[config.mk]
export PLATFORM = sky130hd
export DESIGN_NAME = led_pattern_sequencer
export DESIGN_NICKNAME = d
export VERILOG_FILES = /design/src/rtl/lps_pkg.sv /design/src/rtl/lps_div.sv /design/src/rtl/lps_datapath.sv /design/src/rtl/lps_ctrl.sv /design/src/rtl/led_pattern_sequencer.sv
export SDC_FILE = /design/constraint.sdc
export NUM_CORES = 2
export LEC_CHECK = 0
export ABC_AREA = 1
export BUFFER_PORTS_ARGS = -buffer_cell sky130_fd_sc_hd__buf_4
export CORE_MARGIN = 4
export CORE_UTILIZATION = 55
export CTS_CLUSTER_SIZE = 14
export DETAILED_ROUTE_END_ITERATION = 12
export PLACE_DENSITY = 0.7
export SLEW_MARGIN = 25
export SYNTH_ARGS = -nofsm -noshare
export SYNTH_HDL_FRONTEND = slang
export SYNTH_SLANG_ARGS = --single-unit
[constraint.sdc]
create_clock -name clock -period 9.3 [get_ports clock]
set_input_delay 0.93 -clock clock [delete_from_list [all_inputs] [get_ports clock]]
set_output_delay 0.93 -clock clock [all_outputs]
set_load 0.02 [all_outputs]
[src/rtl/lps_pkg.sv]
`default_nettype none
package lps_pkg;
   localparam int PatternDepth = 64;

   typedef struct packed {
      logic [1:0]  op;
      logic [5:0]  addr;
      logic [15:0] word;
   } req_type;

   typedef struct packed {
      logic        mono_pin;
      logic        red_pin;
      logic        green_pin;
      logic        blue_pin;
      logic [15:0] duty;
      logic        duty_active;
      logic [2:0]  run_state;
      logic [1:0]  status;
   } rsp_type;

   localparam logic [1:0] OP_LOAD  = 2'd0;
   localparam logic [1:0] OP_TICK  = 2'd1;
   localparam logic [1:0] OP_START = 2'd2;
   localparam logic [1:0] OP_STOP  = 2'd3;

   localparam logic [1:0] ST_OK      = 2'd0;
   localparam logic [1:0] ST_AGAIN   = 2'd1;
   localparam logic [1:0] ST_INVALID = 2'd2;
   localparam logic [1:0] ST_EMPTY   = 2'd3;

   localparam logic [2:0] RC_IDLE  = 3'd0;
   localparam logic [2:0] RC_READY = 3'd1;
   localparam logic [2:0] RC_EXEC  = 3'd2;
   localparam logic [2:0] RC_FADE  = 3'd3;
   localparam logic [2:0] RC_HOLD  = 3'd4;

   localparam logic [15:0] PC_ON     = 16'd1;
   localparam logic [15:0] PC_OFF    = 16'd2;
   localparam logic [15:0] PC_RGB    = 16'd3;
   localparam logic [15:0] PC_FADE   = 16'd4;
   localparam logic [15:0] PC_HOLD   = 16'd5;
   localparam logic [15:0] PC_REPEAT = 16'd6;
   localparam logic [15:0] PC_NONE   = 16'd0;

   localparam logic [1:0] CSR_ALLOW  = 2'd0;
   localparam logic [1:0] CSR_RGB    = 2'd1;
   localparam logic [1:0] CSR_LENGTH = 2'd2;

   typedef enum logic [3:0] {
      S_IDLE, S_DISPATCH, S_FETCH, S_ARG, S_DECODE, S_DIV, S_DIVWAIT,
      S_DUTY, S_DUTYWAIT, S_FINISH, S_OUT
   } fsm_type;

   // controller -> datapath
   typedef struct packed {
      logic take;       // latch request word
      logic mem_read;   // read memory at word_index, advance
      logic arg_store;  // store read data as opcode, then as next argument
      logic exec;       // apply decoded command / tick effects
      logic div_start;
      logic div_fade;   // 1: divide for fade rate, 0: progress
      logic duty_calc;  // apply fade duty
   } cmd_type;

   // datapath -> controller
   typedef struct packed {
      logic       is_tick;
      logic       is_ready;
      logic       is_fade_tick;
      logic       fade_div;     // fade tick needs division
      logic       at_end;       // word_index >= limit
      logic [2:0] args_needed;
      logic [2:0] args_have;
      logic       have_opc;
      logic       div_busy;
      logic       div_needed;   // parse fade needs divider
   } sts_type;
endpackage
`default_nettype wire

[src/rtl/lps_div.sv]
`default_nettype none
module lps_div (
   input  wire logic        clock,
   input  wire logic        reset,
   input  wire logic        start,
   input  wire logic [16:0] dividend,
   input  wire logic [15:0] divisor,
   output logic             busy,
   output logic [16:0]      quotient
);
   logic [16:0] quot_ff, quot_in;
   logic [16:0] rem_ff, rem_in;
   logic [15:0] dsr_ff, dsr_in;
   logic [4:0]  cnt_ff, cnt_in;
   logic        busy_ff, busy_in;
   logic [17:0] trial;

   always_comb begin
      quot_in = quot_ff;
      rem_in  = rem_ff;
      dsr_in  = dsr_ff;
      cnt_in  = cnt_ff;
      busy_in = busy_ff;
      trial   = '0;
      if (start) begin
         quot_in = dividend;
         rem_in  = '0;
         dsr_in  = divisor;
         cnt_in  = 5'd17;
         busy_in = 1'b1;
      end else if (busy_ff) begin
         trial = {rem_ff, quot_ff[16]} - {2'b00, dsr_ff};
         if (!trial[17]) begin
            rem_in = trial[16:0];
         end else begin
            rem_in = {rem_ff[15:0], quot_ff[16]};
         end
         quot_in = {quot_ff[15:0], ~trial[17]};
         cnt_in  = cnt_ff - 5'd1;
         if (cnt_ff == 5'd1) begin
            busy_in = 1'b0;
         end
      end
   end

   always_ff @(posedge clock) begin
      quot_ff <= quot_in;
      rem_ff  <= rem_in;
      dsr_ff  <= dsr_in;
      cnt_ff  <= cnt_in;
      if (reset) begin
         busy_ff <= 1'b0;
      end else begin
         busy_ff <= busy_in;
      end
   end

   assign busy     = busy_ff;
   assign quotient = quot_ff;
endmodule
`default_nettype wire

[src/rtl/lps_datapath.sv]
`default_nettype none
module lps_datapath #(
   parameter int PATTERN_DEPTH = lps_pkg::PatternDepth
) (
   input  wire logic             clock,
   input  wire logic             reset,
   input  wire lps_pkg::req_type req_data,
   input  wire lps_pkg::cmd_type cmd,
   output lps_pkg::sts_type      sts,
   output lps_pkg::rsp_type      rsp_data,
   input  wire logic             csr_we,
   input  wire logic [1:0]       csr_idx,
   input  wire logic [31:0]      csr_wdata,
   output logic [31:0]           csr_rdata
);
   localparam int AW = $clog2(PATTERN_DEPTH);
   localparam int LW = $clog2(PATTERN_DEPTH + 1);

   logic [15:0] mem [PATTERN_DEPTH];
   logic [15:0] rd_ff;

   logic allow_ff, rgbm_ff;
   logic [6:0] plen_ff;
   lps_pkg::req_type req_ff;

   logic [2:0]  rc_ff, rc_in;
   logic        act_ff, act_in;
   logic [LW-1:0] widx_ff, widx_in;
   logic [15:0] loop_ff, loop_in;
   logic [15:0] hel_ff, hel_in, hlim_ff, hlim_in;
   logic [15:0] ffrom_ff, ffrom_in, fto_ff, fto_in, ftime_ff, ftime_in;
   logic [15:0] frate_ff, frate_in;
   logic [1:0]  fflag_ff, fflag_in;
   logic [16:0] fel_ff, fel_in;
   logic [3:0]  pins_ff, pins_in;
   logic [15:0] duty_ff, duty_in;
   logic [1:0]  st_ff, st_in;
   logic [15:0] opc_ff, opc_in;
   logic [15:0] arg_ff [4];
   logic [2:0]  nargs_ff, nargs_in;
   logic        hopc_ff, hopc_in;

   logic [LW-1:0] limit;
   logic          at_end;
   logic [15:0]   delta;
   logic          down;
   logic          ticks;
   logic          div_start;
   logic [16:0]   dvd;
   logic [15:0]   dvs;
   logic          div_busy;
   logic [16:0]   quo;
   logic [31:0]   prog;
   logic [2:0]    need;
   logic [17:0]   upsum;

   assign limit  = (int'(plen_ff) < PATTERN_DEPTH) ? LW'(plen_ff) : LW'(PATTERN_DEPTH);
   assign at_end = widx_ff >= limit;

   // fade parse values from args
   always_comb begin
      down  = !(arg_ff[1] > arg_ff[0]);
      delta = down ? arg_ff[0] - arg_ff[1] : arg_ff[1] - arg_ff[0];
      ticks = arg_ff[2] > delta;
   end

   always_comb begin
      div_start = cmd.div_start;
      if (cmd.div_fade) begin
         dvd = ticks ? {1'b0, arg_ff[2]} : {1'b0, delta};
         dvs = ticks ? delta : arg_ff[2];
      end else begin
         dvd = fel_ff;
         dvs = frate_ff;
      end
   end

   lps_div u_div (
      .clock   (clock),
      .reset   (reset),
      .start   (div_start),
      .dividend(dvd),
      .divisor (dvs),
      .busy    (div_busy),
      .quotient(quo)
   );

   always_comb begin
      unique case (opc_ff)
         lps_pkg::PC_ON, lps_pkg::PC_OFF, lps_pkg::PC_REPEAT: need = 3'd1;
         lps_pkg::PC_RGB:  need = 3'd4;
         lps_pkg::PC_FADE: need = 3'd3;
         lps_pkg::PC_HOLD: need = 3'd2;
         default:          need = 3'd0;
      endcase
   end

   assign sts.is_tick      = req_ff.op == lps_pkg::OP_TICK;
   assign sts.is_ready     = rc_ff == lps_pkg::RC_READY && act_ff && !at_end;
   assign sts.is_fade_tick = rc_ff == lps_pkg::RC_FADE && {1'b0, fel_ff} <= {2'b00, ftime_ff};
   assign sts.fade_div     = ftime_ff != 16'd0 && frate_ff != 16'd0 && fflag_ff[1];
   assign sts.at_end       = at_end;
   assign sts.args_needed  = need;
   assign sts.args_have    = nargs_ff;
   assign sts.have_opc     = hopc_ff;
   assign sts.div_busy     = div_busy;
   assign sts.div_needed   = opc_ff == lps_pkg::PC_FADE && nargs_ff == 3'd3
                             && (ticks ? delta != 16'd0 : arg_ff[2] != 16'd0);

   always_comb begin
      prog = fflag_ff[1] ? {15'd0, quo} : {15'd0, fel_ff} * {16'd0, frate_ff};
   end
   assign upsum = {2'b00, ffrom_ff} + prog[17:0];

   always_comb begin
      rc_in    = rc_ff;
      act_in   = act_ff;
      widx_in  = widx_ff;
      loop_in  = loop_ff;
      hel_in   = hel_ff;
      hlim_in  = hlim_ff;
      ffrom_in = ffrom_ff;
      fto_in   = fto_ff;
      ftime_in = ftime_ff;
      frate_in = frate_ff;
      fflag_in = fflag_ff;
      fel_in   = fel_ff;
      pins_in  = pins_ff;
      duty_in  = duty_ff;
      st_in    = st_ff;
      opc_in   = opc_ff;
      nargs_in = nargs_ff;
      hopc_in  = hopc_ff;
      if (cmd.take) begin
         st_in    = lps_pkg::ST_OK;
         nargs_in = '0;
         hopc_in  = 1'b0;
         opc_in   = '0;
      end
      if (cmd.mem_read) begin
         widx_in = widx_ff + LW'(1);
      end
      if (cmd.arg_store) begin
         if (!hopc_ff) begin
            opc_in  = rd_ff;
            hopc_in = 1'b1;
         end else begin
            nargs_in = nargs_ff + 3'd1;
         end
      end
      if (cmd.div_start && cmd.div_fade) begin
         frate_in = '0;
      end
      if (cmd.duty_calc) begin
         if (ftime_ff == 16'd0) begin
            duty_in = fto_ff;
         end else if (frate_ff == 16'd0) begin
            duty_in = ffrom_ff;
         end else if (fflag_ff[0]) begin
            if (prog >= {16'd0, ffrom_ff - fto_ff}) begin
               duty_in = fto_ff;
            end else begin
               duty_in = ffrom_ff - prog[15:0];
            end
         end else if (upsum > 18'hFFFF || prog[31:18] != '0) begin
            duty_in = 16'hFFFF;
         end else begin
            duty_in = upsum[15:0];
         end
         fel_in = fel_ff + 17'd1;
      end
      if (cmd.exec) begin
         unique case (req_ff.op)
            lps_pkg::OP_LOAD: ;
            lps_pkg::OP_START: begin
               act_in  = 1'b1;
               rc_in   = lps_pkg::RC_READY;
               widx_in = '0;
               loop_in = '0;
               pins_in = rgbm_ff ? {3'b000, pins_ff[0]} : {pins_ff[3:1], 1'b0};
            end
            lps_pkg::OP_STOP: begin
               act_in  = 1'b0;
               rc_in   = lps_pkg::RC_IDLE;
               widx_in = '0;
               pins_in = rgbm_ff ? {3'b000, pins_ff[0]} : {pins_ff[3:1], 1'b0};
            end
            default: begin
               unique case (rc_ff)
                  lps_pkg::RC_READY: begin
                     if (!act_ff) begin
                        rc_in = lps_pkg::RC_IDLE;
                        st_in = lps_pkg::ST_INVALID;
                     end else if (!hopc_ff) begin
                        rc_in  = lps_pkg::RC_IDLE;
                        act_in = 1'b0;
                        st_in  = lps_pkg::ST_OK;
                     end else if (opc_ff == lps_pkg::PC_NONE) begin
                        rc_in  = lps_pkg::RC_IDLE;
                        act_in = 1'b0;
                        st_in  = lps_pkg::ST_AGAIN;
                     end else if (need == 3'd0) begin
                        rc_in  = lps_pkg::RC_IDLE;
                        act_in = 1'b0;
                        st_in  = lps_pkg::ST_INVALID;
                     end else if (nargs_ff != need) begin
                        rc_in  = lps_pkg::RC_IDLE;
                        act_in = 1'b0;
                        st_in  = opc_ff == lps_pkg::PC_FADE ? lps_pkg::ST_EMPTY
                                                             : lps_pkg::ST_INVALID;
                     end else begin
                        unique case (opc_ff)
                           lps_pkg::PC_ON, lps_pkg::PC_OFF: begin
                              hlim_in = arg_ff[0];
                              hel_in  = '0;
                              rc_in   = lps_pkg::RC_EXEC;
                              if (rgbm_ff) begin
                                 pins_in = {{3{opc_ff == lps_pkg::PC_ON}}, pins_ff[0]};
                              end else begin
                                 pins_in = {pins_ff[3:1], opc_ff == lps_pkg::PC_ON};
                              end
                           end
                           lps_pkg::PC_RGB: begin
                              hlim_in = arg_ff[3];
                              hel_in  = '0;
                              rc_in   = lps_pkg::RC_EXEC;
                              pins_in = {arg_ff[2] != 16'd0, arg_ff[1] != 16'd0,
                                         arg_ff[0] != 16'd0, pins_ff[0]};
                           end
                           lps_pkg::PC_FADE: begin
                              ffrom_in = arg_ff[0];
                              fto_in   = arg_ff[1];
                              ftime_in = arg_ff[2];
                              fflag_in = {ticks, down};
                              if (sts.div_needed) begin
                                 frate_in = quo[15:0];
                              end else begin
                                 frate_in = '0;
                              end
                              fel_in = '0;
                              rc_in  = lps_pkg::RC_FADE;
                           end
                           lps_pkg::PC_HOLD: begin
                              duty_in = arg_ff[0];
                              hlim_in = arg_ff[1];
                              hel_in  = '0;
                              rc_in   = lps_pkg::RC_HOLD;
                           end
                           default: begin
                              if ((arg_ff[0] != 16'd0 && loop_ff < arg_ff[0] - 16'd1)
                                  || (allow_ff && arg_ff[0] == 16'd0)) begin
                                 rc_in   = lps_pkg::RC_READY;
                                 widx_in = '0;
                                 loop_in = loop_ff + 16'd1;
                              end else begin
                                 act_in = 1'b0;
                                 rc_in  = lps_pkg::RC_IDLE;
                              end
                           end
                        endcase
                     end
                  end
                  lps_pkg::RC_EXEC, lps_pkg::RC_HOLD: begin
                     if (hel_ff != 16'hFFFF) begin
                        hel_in = hel_ff + 16'd1;
                     end
                     if (hel_in >= hlim_ff) begin
                        rc_in = lps_pkg::RC_READY;
                     end
                  end
                  lps_pkg::RC_FADE: begin
                     if (!sts.is_fade_tick) begin
                        rc_in = lps_pkg::RC_READY;
                     end
                  end
                  lps_pkg::RC_IDLE: begin
                     if (act_ff) begin
                        rc_in = lps_pkg::RC_READY;
                     end
                     loop_in = '0;
                     widx_in = '0;
                     st_in   = lps_pkg::ST_AGAIN;
                  end
                  default: begin
                     rc_in = lps_pkg::RC_IDLE;
                     st_in = lps_pkg::ST_INVALID;
                  end
               endcase
            end
         endcase
      end
   end

   always_ff @(posedge clock) begin
      if (cmd.take) begin
         req_ff <= req_data;
      end
      if (cmd.exec && req_ff.op == lps_pkg::OP_LOAD && 32'(req_ff.addr) < PATTERN_DEPTH) begin
         mem[AW'(req_ff.addr)] <= req_ff.word;
      end
      if (cmd.mem_read) begin
         rd_ff <= mem[widx_ff[AW-1:0]];
      end
      if (cmd.arg_store && hopc_ff) begin
         arg_ff[nargs_ff[1:0]] <= rd_ff;
      end
      opc_ff   <= opc_in;
      nargs_ff <= nargs_in;
      hopc_ff  <= hopc_in;
      st_ff    <= st_in;
      if (reset) begin
         allow_ff <= 1'b1;
         rgbm_ff  <= 1'b0;
         plen_ff  <= '0;
         rc_ff    <= lps_pkg::RC_IDLE;
         act_ff   <= 1'b0;
         widx_ff  <= '0;
         loop_ff  <= '0;
         hel_ff   <= '0;
         hlim_ff  <= '0;
         ffrom_ff <= '0;
         fto_ff   <= '0;
         ftime_ff <= '0;
         frate_ff <= '0;
         fflag_ff <= '0;
         fel_ff   <= '0;
         pins_ff  <= '0;
         duty_ff  <= '0;
      end else begin
         if (csr_we) begin
            unique case (csr_idx)
               lps_pkg::CSR_ALLOW:  allow_ff <= csr_wdata[0];
               lps_pkg::CSR_RGB:    rgbm_ff  <= csr_wdata[0];
               lps_pkg::CSR_LENGTH: plen_ff  <= csr_wdata[6:0];
               default: ;
            endcase
         end
         rc_ff    <= rc_in;
         act_ff   <= act_in;
         widx_ff  <= widx_in;
         loop_ff  <= loop_in;
         hel_ff   <= hel_in;
         hlim_ff  <= hlim_in;
         ffrom_ff <= ffrom_in;
         fto_ff   <= fto_in;
         ftime_ff <= ftime_in;
         frate_ff <= frate_in;
         fflag_ff <= fflag_in;
         fel_ff   <= fel_in;
         pins_ff  <= pins_in;
         duty_ff  <= duty_in;
      end
   end

   always_comb begin
      unique case (csr_idx)
         lps_pkg::CSR_ALLOW:  csr_rdata = {31'd0, allow_ff};
         lps_pkg::CSR_RGB:    csr_rdata = {31'd0, rgbm_ff};
         lps_pkg::CSR_LENGTH: csr_rdata = {25'd0, plen_ff};
         default:             csr_rdata = '0;
      endcase
   end

   assign rsp_data.mono_pin    = pins_ff[0];
   assign rsp_data.red_pin     = pins_ff[1];
   assign rsp_data.green_pin   = pins_ff[2];
   assign rsp_data.blue_pin    = pins_ff[3];
   assign rsp_data.duty        = duty_ff;
   assign rsp_data.duty_active = rc_ff == lps_pkg::RC_FADE || rc_ff == lps_pkg::RC_HOLD;
   assign rsp_data.run_state   = rc_ff;
   assign rsp_data.status      = st_ff;
endmodule
`default_nettype wire

[src/rtl/lps_ctrl.sv]
`default_nettype none
module lps_ctrl (
   input  wire logic             clock,
   input  wire logic             reset,
   input  wire logic             req_valid,
   output logic                  req_stall,
   output logic                  rsp_valid,
   input  wire logic             rsp_stall,
   input  wire lps_pkg::sts_type sts,
   output lps_pkg::cmd_type      cmd
);
   lps_pkg::fsm_type state_ff, state_in;

   always_ff @(posedge clock) begin
      if (reset) begin
         state_ff <= lps_pkg::S_IDLE;
      end else begin
         state_ff <= state_in;
      end
   end

   assign req_stall = state_ff != lps_pkg::S_IDLE;
   assign rsp_valid = state_ff == lps_pkg::S_OUT;

   always_comb begin
      state_in = state_ff;
      cmd      = '0;
      unique case (state_ff)
         lps_pkg::S_IDLE: begin
            if (req_valid) begin
               cmd.take = 1'b1;
               state_in = lps_pkg::S_DISPATCH;
            end
         end
         lps_pkg::S_DISPATCH: begin
            if (sts.is_tick && sts.is_ready) begin
               cmd.mem_read = 1'b1;
               state_in     = lps_pkg::S_FETCH;
            end else if (sts.is_tick && sts.is_fade_tick && sts.fade_div) begin
               cmd.div_start = 1'b1;
               state_in      = lps_pkg::S_DUTYWAIT;
            end else if (sts.is_tick && sts.is_fade_tick) begin
               state_in = lps_pkg::S_DUTY;
            end else begin
               state_in = lps_pkg::S_FINISH;
            end
         end
         lps_pkg::S_FETCH: begin
            cmd.arg_store = 1'b1;
            state_in      = lps_pkg::S_ARG;
         end
         lps_pkg::S_ARG: begin
            if (sts.have_opc && sts.args_have < sts.args_needed && !sts.at_end) begin
               cmd.mem_read = 1'b1;
               state_in     = lps_pkg::S_FETCH;
            end else begin
               state_in = lps_pkg::S_DECODE;
            end
         end
         lps_pkg::S_DECODE: begin
            if (sts.div_needed) begin
               cmd.div_start = 1'b1;
               cmd.div_fade  = 1'b1;
               state_in      = lps_pkg::S_DIV;
            end else begin
               state_in = lps_pkg::S_FINISH;
            end
         end
         lps_pkg::S_DIV: begin
            if (!sts.div_busy) begin
               state_in = lps_pkg::S_FINISH;
            end
         end
         lps_pkg::S_DUTYWAIT: begin
            if (!sts.div_busy) begin
               state_in = lps_pkg::S_DUTY;
            end
         end
         lps_pkg::S_DUTY: begin
            cmd.duty_calc = 1'b1;
            state_in      = lps_pkg::S_OUT;
         end
         lps_pkg::S_FINISH: begin
            cmd.exec = 1'b1;
            state_in = lps_pkg::S_OUT;
         end
         lps_pkg::S_OUT: begin
            if (!rsp_stall) begin
               state_in = lps_pkg::S_IDLE;
            end
         end
         default: state_in = lps_pkg::S_IDLE;
      endcase
   end
endmodule
`default_nettype wire

[src/rtl/led_pattern_sequencer.sv]
`default_nettype none
// LED pattern sequencer. Load program words with op 0, start with op 2, stop with op 3 and
// advance with op 1 once per millisecond; every word gives one response word. A tick that
// decodes a command reads each program word from the single-port pattern memory in turn,
// and a fade decode or a fade tick with a slow rate also waits on the serial divider.
// Inputs are held off until the response has been taken.
module led_pattern_sequencer #(
   parameter int PATTERN_DEPTH = lps_pkg::PatternDepth
) (
   input  wire logic             clock,
   input  wire logic             reset,
   input  wire logic             req_valid,
   output logic                  req_stall,
   input  wire lps_pkg::req_type req_data,
   output logic                  rsp_valid,
   input  wire logic             rsp_stall,
   output lps_pkg::rsp_type      rsp_data,
   input  wire logic             psel,
   input  wire logic             penable,
   input  wire logic             pwrite,
   input  wire logic [3:0]       paddr,
   input  wire logic [31:0]      pwdata,
   output logic [31:0]           prdata,
   output logic                  pready
);
   lps_pkg::cmd_type cmd;
   lps_pkg::sts_type sts;
   logic csr_we;

   assign pready = 1'b1;
   assign csr_we = psel && penable && pwrite;

   lps_ctrl u_ctrl (
      .clock    (clock),
      .reset    (reset),
      .req_valid(req_valid),
      .req_stall(req_stall),
      .rsp_valid(rsp_valid),
      .rsp_stall(rsp_stall),
      .sts      (sts),
      .cmd      (cmd)
   );

   lps_datapath #(.PATTERN_DEPTH(PATTERN_DEPTH)) u_dp (
      .clock    (clock),
      .reset    (reset),
      .req_data (req_data),
      .cmd      (cmd),
      .sts      (sts),
      .rsp_data (rsp_data),
      .csr_we   (csr_we && paddr[1:0] == 2'b00),
      .csr_idx  (paddr[3:2]),
      .csr_wdata(pwdata),
      .csr_rdata(prdata)
   );
endmodule
`default_nettype wire
======== Word-level counts from Yosys, hierarchy flattened ========
Memory sizes are Yosys's and may differ from the RTL's. A register that Yosys moved wholly into a read port is not among the register bits.
Cells that the tools add are included.
word-level totals
  register bits ........................... 277
  bits in writable memories ............... 1,088
  bits of input ports ..................... 67
  output and inout bits ................... 61
  word-level logic and storage cells ...... 357
  memories ................................ 2
memory list
  name         depth  bits a word  read ports  clocked after Yosys merged registers in  wr ports  RTL line            source
  u_dp.mem     64     16           1           1                                        1         lps_datapath.sv:19  logic [15:0] mem [PATTERN_DEPTH];
  u_dp.arg_ff  4      16           4           0                                        1         lps_datapath.sv:39  logic [15:0] arg_ff [4];
operators by class
  add/subtract/negate cells ............... 13
  multipliers ............................. 1
  $lt $le $gt $ge ......................... 10
  eq/ne operators ......................... 56
  multiplexer cells ....................... 161
  bitwise logic cells ..................... 7
  reductions and logical operators ........ 76
operators by type and width
  kind                                             number
  two-way mux 16 bit                               50
  two-way mux 17 bit                               14
  one-hot mux 16 bit (2 select lines)              3
  nonzero test 16 bit                              6
  two-way mux 7 bit                                10
  logical NOT 16 bit                               4
  two-way mux 4 bit                                16
  subtractor 16 bit                                4
  == test 16 x 3 -> 1 bit (second input constant)  3
  one-hot mux 16 bit (3 select lines)              1
  two-way mux 3 bit                                12
  one-hot mux 4 bit (9 select lines)               1
  adder 16 x 1 -> 16 bit (second input constant)   2
  == test 16 x 2 -> 1 bit (second input constant)  2
  >= comparator 32 x 16 -> 1 bit                   1
  > comparator 16 bit                              2
  multiplier 17 x 16 -> 32 bit                     1
  two-way mux 32 bit                               1
  two-way mux 1 bit                                31
  != test 2 bit (second input constant)            14
  one-hot mux 7 bit (2 select lines)               2
  AND reduction 9 bit                              3
  one-hot mux 3 bit (4 select lines)               2
  one-hot mux 7 bit (3 select lines)               1
  61 further kinds                                 138

======== Logic depth before layout (Yosys ltp) ========
  word-level depth ........................ 19
  depth in mapped cells ................... 47
  mapped depth without buffers ............ 45

======== Modules after synthesis ========
Synthesis repeated with hierarchy kept, for this count alone.
unflattened totals
  cell total of the unflattened synthesis .. 7,883
  area, all modules ....................... 75,178.4 sq um
by module, submodules not included
  module                 times used  cells an instance  area each (sq um)  sequential area each (sq um)
  lps_datapath           1           7,299              71,188.3           37,736.2
  lps_div                1           487                3,468.3            1,451.4
  lps_ctrl               1           90                 490.5              80.1
  led_pattern_sequencer  1           7                  31.3               0.0

======== Worst setup path before layout ========
OpenSTA, ideal clock, no wires.
  path type ............................... register -> register
  start point ............................. reg u_dp.frate_ff[1]
  end point ............................... reg u_dp.duty_ff[9]
  library setup time ...................... 0.119 ns
  data arrival time ....................... 7.242 ns
  required time ........................... 9.181 ns
  path slack .............................. 1.938 ns
  cell stages (with the launch flop) ...... 40
  buffers on the path ..................... 4
  clock period less this slack ............ 7.362 ns
  path through ............................ dfxtp_1 clkbuf_1 clkbuf_1 nand2_1 fa_1 fa_1 fa_1 fa_1 inv_1 fa_1 inv_1 fa_1 inv_1 ha_1 nand2_1 nor2_1 nand2_1 nand2_1 [... 4 more ...] ha_1 clkbuf_1 nand2_1 nor2_1 inv_1 or2_2 nand3_1 nand3b_1 nand2_1 inv_1 nand3_1 nor2_2 buf_2 a21oi_1 o21ai_1 nand3_1 nand2_1 a21oi_1
between the ends
  word-level cells in the longest chain between the ends .. 19
  elaborated cells between the ends (all ways) .. 24
  those cells by class .................... add/sub: 2; mul: 1; order compare: 2; mux: 16; reduce/logical: 3
ends and longest elaborated chain
  item                           RTL line             source
  from (decl)                    lps_datapath.sv:32   logic [15:0] frate_ff, frate_in;
  from (signal assigned)         lps_datapath.sv:347  frate_ff <= frate_in;
  multiplier 17 x 16 -> 32 bit   lps_datapath.sv:111  prog = fflag_ff[1] ? {15'd0, quo} : {15'd0, fel_ff} * {16'd0, frate_ff};
  two-way mux 32 bit             lps_datapath.sv:111
  adder 16 x 18 -> 18 bit        lps_datapath.sv:113  assign upsum = {2'b00, ffrom_ff} + prog[17:0];
  > comparator 18 x 16 -> 1 bit  lps_datapath.sv:165  end else if (upsum > 18'hFFFF || prog[31:18] != '0) begin
  logical OR 1 bit               lps_datapath.sv:165
  two-way mux 16 bit             lps_datapath.sv:165
  two-way mux 16 bit             lps_datapath.sv:159  end else if (fflag_ff[0]) begin
  two-way mux 16 bit (*)         lps_datapath.sv:157  end else if (frate_ff == 16'd0) begin
  [... 3 more ...]               --
  two-way mux 16 bit             lps_datapath.sv:206  end else if (nargs_ff != need) begin
  two-way mux 16 bit             lps_datapath.sv:202  end else if (need == 3'd0) begin
  two-way mux 16 bit             lps_datapath.sv:198  end else if (opc_ff == lps_pkg::PC_NONE) begin
  two-way mux 16 bit             lps_datapath.sv:194  end else if (!hopc_ff) begin
  two-way mux 16 bit             lps_datapath.sv:191  if (!act_ff) begin
  two-way mux 16 bit             lps_datapath.sv:189  unique case (rc_ff)
  two-way mux 16 bit             lps_datapath.sv:173  unique case (req_ff.op)
  two-way mux 16 bit (*)         lps_datapath.sv:172  if (cmd.exec) begin
  to (signal assigned)           lps_datapath.sv:351  duty_ff <= duty_in;
  to (decl)                      lps_datapath.sv:36   logic [15:0] duty_ff, duty_in;
Mark *: on every way between the ends. The rest lies on a longest branch, timed or not.
A chain may end at the register's enable or synchronous reset.

======== Worst setup path after layout ========
  start point ............................. reg u_dp.frate_ff[2]
  end point ............................... reg u_dp.duty_ff[7]
The elaborated chain is that of the path after synthesis.

==> run_results.csv <==
group,metric,value,unit
outcome,run_status,"finished, final reports clean",
sta,fin_hold_ws,0.336,ns
layout,final_cell_mix,"nand2_1, edfxtp_1, inv_1",
worst_setup_path,cp_top_family,"adder cells",
global_routing,grt_max_degree,225,
routing,drtPass1Iterations,6,
worst_setup_path,path_buf_inv,6,
layout,nNetsFinal,8344,
clocking,cts_buffers,144,
floorplanning,core,0.134,mm2
synthesis,synth_cell_type_count,64,
place,dp_hpwl,138,mm
global_routing,use_met3,0.0375,
clocking,cts_buffer_depth,3,
sta,fin_tns_setup,0,ns
global_routing,groute.usage.overall,0.291,
synthesis,synth_seq_cells,1381,
worst_setup_path,critPathSlowestCell,"dfxtp_1",
global_routing,grt_pass1_wl,318,mm
synthesis,syn_area,0.0743,mm2
global_routing,busiest_layer,"met2",
routing,drt_iter0_drc,6106,
synthesis,synthTopCellsByArea,"edfxtp_1, nand2_1, dfxtp_1, fa_1, inv_1",
floorplanning,die_w,375,um
synthesis,avgSynthCellArea,9.55,um2
worst_setup_path,end_kind,"flop",
synthesis,synthXorXnorAreaFrac,0.0140,
worst_setup_path,critical-path-max-stage-delay,0.65,ns
synthesis,yosysSeqAreaShare,0.529,
sta,slew_viol_final,0,
sta,setup_viol,0,
global_routing,use_met2,0.485,
routing,wire_per_inst,21.6,um
pwr,p_leak,33.0,nW
synthesis,synth_flop_cell,"edfxtp_1",
worst_setup_path,crit_fanout,14,
synthesis,synth-compound-area-share,0.119,
clocking,root_buffer,"clkbuf_16",
clocking,hold_buffers,0,
floorplanning,die-area,0.141,mm2
synthesis,synthAdderAreaFrac,0.108,
global_routing,grt_pass1_vias,53479,
pwr,ir_drop,224,uV
worst_setup_path,startpoint_type,"flop",
clocking,cts.sinks,1381,
run,maxCapViolCount,0,
clocking,clock_latency,0.77,ns
hold_path,hold_start,"req_data[12]",
synthesis,ys_async_sr_fraction,0,
worst_setup_path,cp_common_cell,"nand2_1",
routing,final_antenna_net_count,0,
synthesis,synth_edf_count,1161,
routing,viasPerCell,5.83,
floorplanning,dieHeight,375,um
sta,hold_viol,0,
sta,worst_pin_slew,1.10,ns
worst_setup_path,crit_required,9.94,ns
place,io_buffers,76,
synthesis,post-synth-top-area-fraction,0.469,
sta,timing.max_slew.rel_slack,0.264,
sta,rsz0062_at_grt,"no",
sta,finClkSkew,0.0358,ns
synthesis,synthMuxAreaShare,0.000135,
place,place_congestion,0.961,
layout,finalNonFillerCells,9646,
hold_path,hold_path_depth,1,
sta,finalCritPeriodShare,0.898,
pwr,power_density,171,mW/mm2
hold_path,min_path_type,"input port to flop",
global_routing,antenna_found_initial,3,
layout,area_growth,9.68,%
hold_path,min_to,"u_dp.req_ff[12]",
clocking,cts_setup_buffers,0,
worst_setup_path,arrival,8.99,ns
worst_setup_path,r2r_slack,0.95,ns
synthesis,synthCells,7776,
layout,layout_commonest_cell,"nand2_1",
worst_setup_path,reg2reg_from,"u_dp.frate_ff[2]",
clocking,post_cts_resize_count,0,
global_routing,met1_usage,0.388,
worst_setup_path,reg2reg_depth,37,
clocking,h-tree-depth,4,
synthesis,synth_top_family_by_area,"simple AND/OR/NAND/NOR gates",
synthesis,yosys.area.top_type,"edfxtp_1",
place,dp_cells,9383,
routing,drt_drc_violations_left,0,
synthesis,yosysWarnings,0,
worst_setup_path,path_class,"flop to flop",
routing,wirelength,209,mm
floorplanning,fp-row-count,134,
layout,drive_above_1_share,0.0655,
floorplanning,num_io_pins,128,
routing,vias,56261,
synthesis,yosys.area_share.simple,0.153,
worst_setup_path,r2r-end,"u_dp.duty_ff[7]",
clocking,cts.clk_slew.worst_paths,0.06,ns
sta,max_clock_freq,0.120,GHz
sta,period_needed,8.35,ns
global_routing,globalRouteOverflowTotal,0,
floorplanning,initial_core_util,0.555,
clocking,cts_tree,"done",
cells in the mapped netlist, drive strengths merged (10+ instances only):
cell type and number:
o211ai 61, inv 1053, edfxtp 1161, nand2 1298, o21bai 15, o21ai 757, a221oi 18, a31oi 32
clkbuf 324, dfxtp 220, nand4 73, o22ai 160, xnor2 17, fa 213, o221ai 102, a21oi 309
ha 301, xor2 102, nor2 890, a21o 10, a211oi 41, nor3 74, nor4 35, nand3 351
buf 90, nand3b 11
how the worst max path moves through the flow:
| stage | startpoint | endpoint | depth (start not counted) |
|---|---|---|---|
| 3_3_place_gp | u_dp.fel_ff[6] | u_dp.duty_ff[11] | 37 |
| 2_1_floorplan | u_dp.frate_ff[1] | u_dp.duty_ff[9] | 39 |
| 6_report | u_dp.frate_ff[2] | u_dp.duty_ff[7] | 37 |
| 5_1_grt | u_dp.fel_ff[1] | u_dp.duty_ff[12] | 41 |
| 4_1_cts | u_dp.frate_ff[2] | u_dp.duty_ff[7] | 37 |
| 3_5_place_dp | u_dp.frate_ff[1] | u_dp.duty_ff[7] | 37 |
sequential cells by signal, summed over array words and instances, names as in the netlist, 4 cells and up:
name and flops:
u_dp.u_div.quotient 17, u_dp.widx_ff 7, u_dp.plen_ff 7, u_dp.req_ff 24, u_dp.u_div.dsr_ff 16, u_ctrl.state_ff 4, u_dp.opc_ff 16, u_dp.pins_ff 4
u_dp.u_div.rem_ff 17, u_dp.fel_ff 17, u_dp.ftime_ff 16, u_dp.duty_ff 16, u_dp.ffrom_ff 16, u_dp.hlim_ff 16, u_dp.fto_ff 16, u_dp.u_div.cnt_ff 5
u_dp.hel_ff 16, u_dp.frate_ff 16, u_dp.loop_ff 16, u_dp.mem 1024, u_dp.arg_ff 64, u_dp.rd_ff 16
where the power goes:
| group | switching [W] | total (W) | leakage, nW | internal (W) |
|---|---|---|---|---|
| Combinational | 0.000874 | 0.00105 | 18.5 | 0.000172 |
| Sequential | 0.0000455 | 0.00715 | 12.2 | 0.00710 |
| Clock | 0.00243 | 0.00575 | 2.30 | 0.00332 |
cell families (layout without fill, tap and decap cells):
| logic type | count (synthesis) | after routing |
|---|---|---|
| and+or+nand+nor | 2749 | 2749 |
| AOI/OAI and AO/OA | 1539 | 1539 |
| buffers and inverters | 1471 | 1548 |
| DFF | 1381 | 1381 |
| adders and majority gates | 514 | 514 |
| xor gates and xnor gates | 119 | 119 |
| other | 2 | 27 |
| muxes | 1 | 1 |
layout make-up:
| class | count | area (um2) |
|---|---|---|
| Timing Repair Buffer | 231 | 1820 |
| Tap cell | 1768 | 2210 |
| Antenna cell | 1 | 2.50 |
| Fill cell | 11039 | 52300 |
| Sequential cell | 1381 | 39300 |
| Clock inverter | 74 | 817 |
| Inverter | 1057 | 3980 |
| Multi-Input combinational cell | 4948 | 29400 |
| Clock buffer | 186 | 3930 |
metal layers:
metal | up-vias | part of all wire
met1 | 27174 | 0.40
met5 | - | 0
met2 | 2363 | 0.48
met3 | 421 | 0.070
li1 | 26303 | -
met4 | 0 | 0.045
through the flow:
step / power (W) / cell area, um2 / setup slack (ns) / utilization
final: 0.0139 / 81500 / 0.949 / 0.609
after CTS: 0.0140 / 81400 / 1.00 / 0.608
after detailed placement: 0.00830 / 76600 / 1.05 / 0.573
after global routing: 0.0144 / 81500 / 0.376 / 0.609
after floorplan: 0.00786 / 74400 / 1.94 / -
after global placement: 0.00827 / 76600 / 1.12 / 0.573
Note: power is estimated with default switching activity, not from simulation.
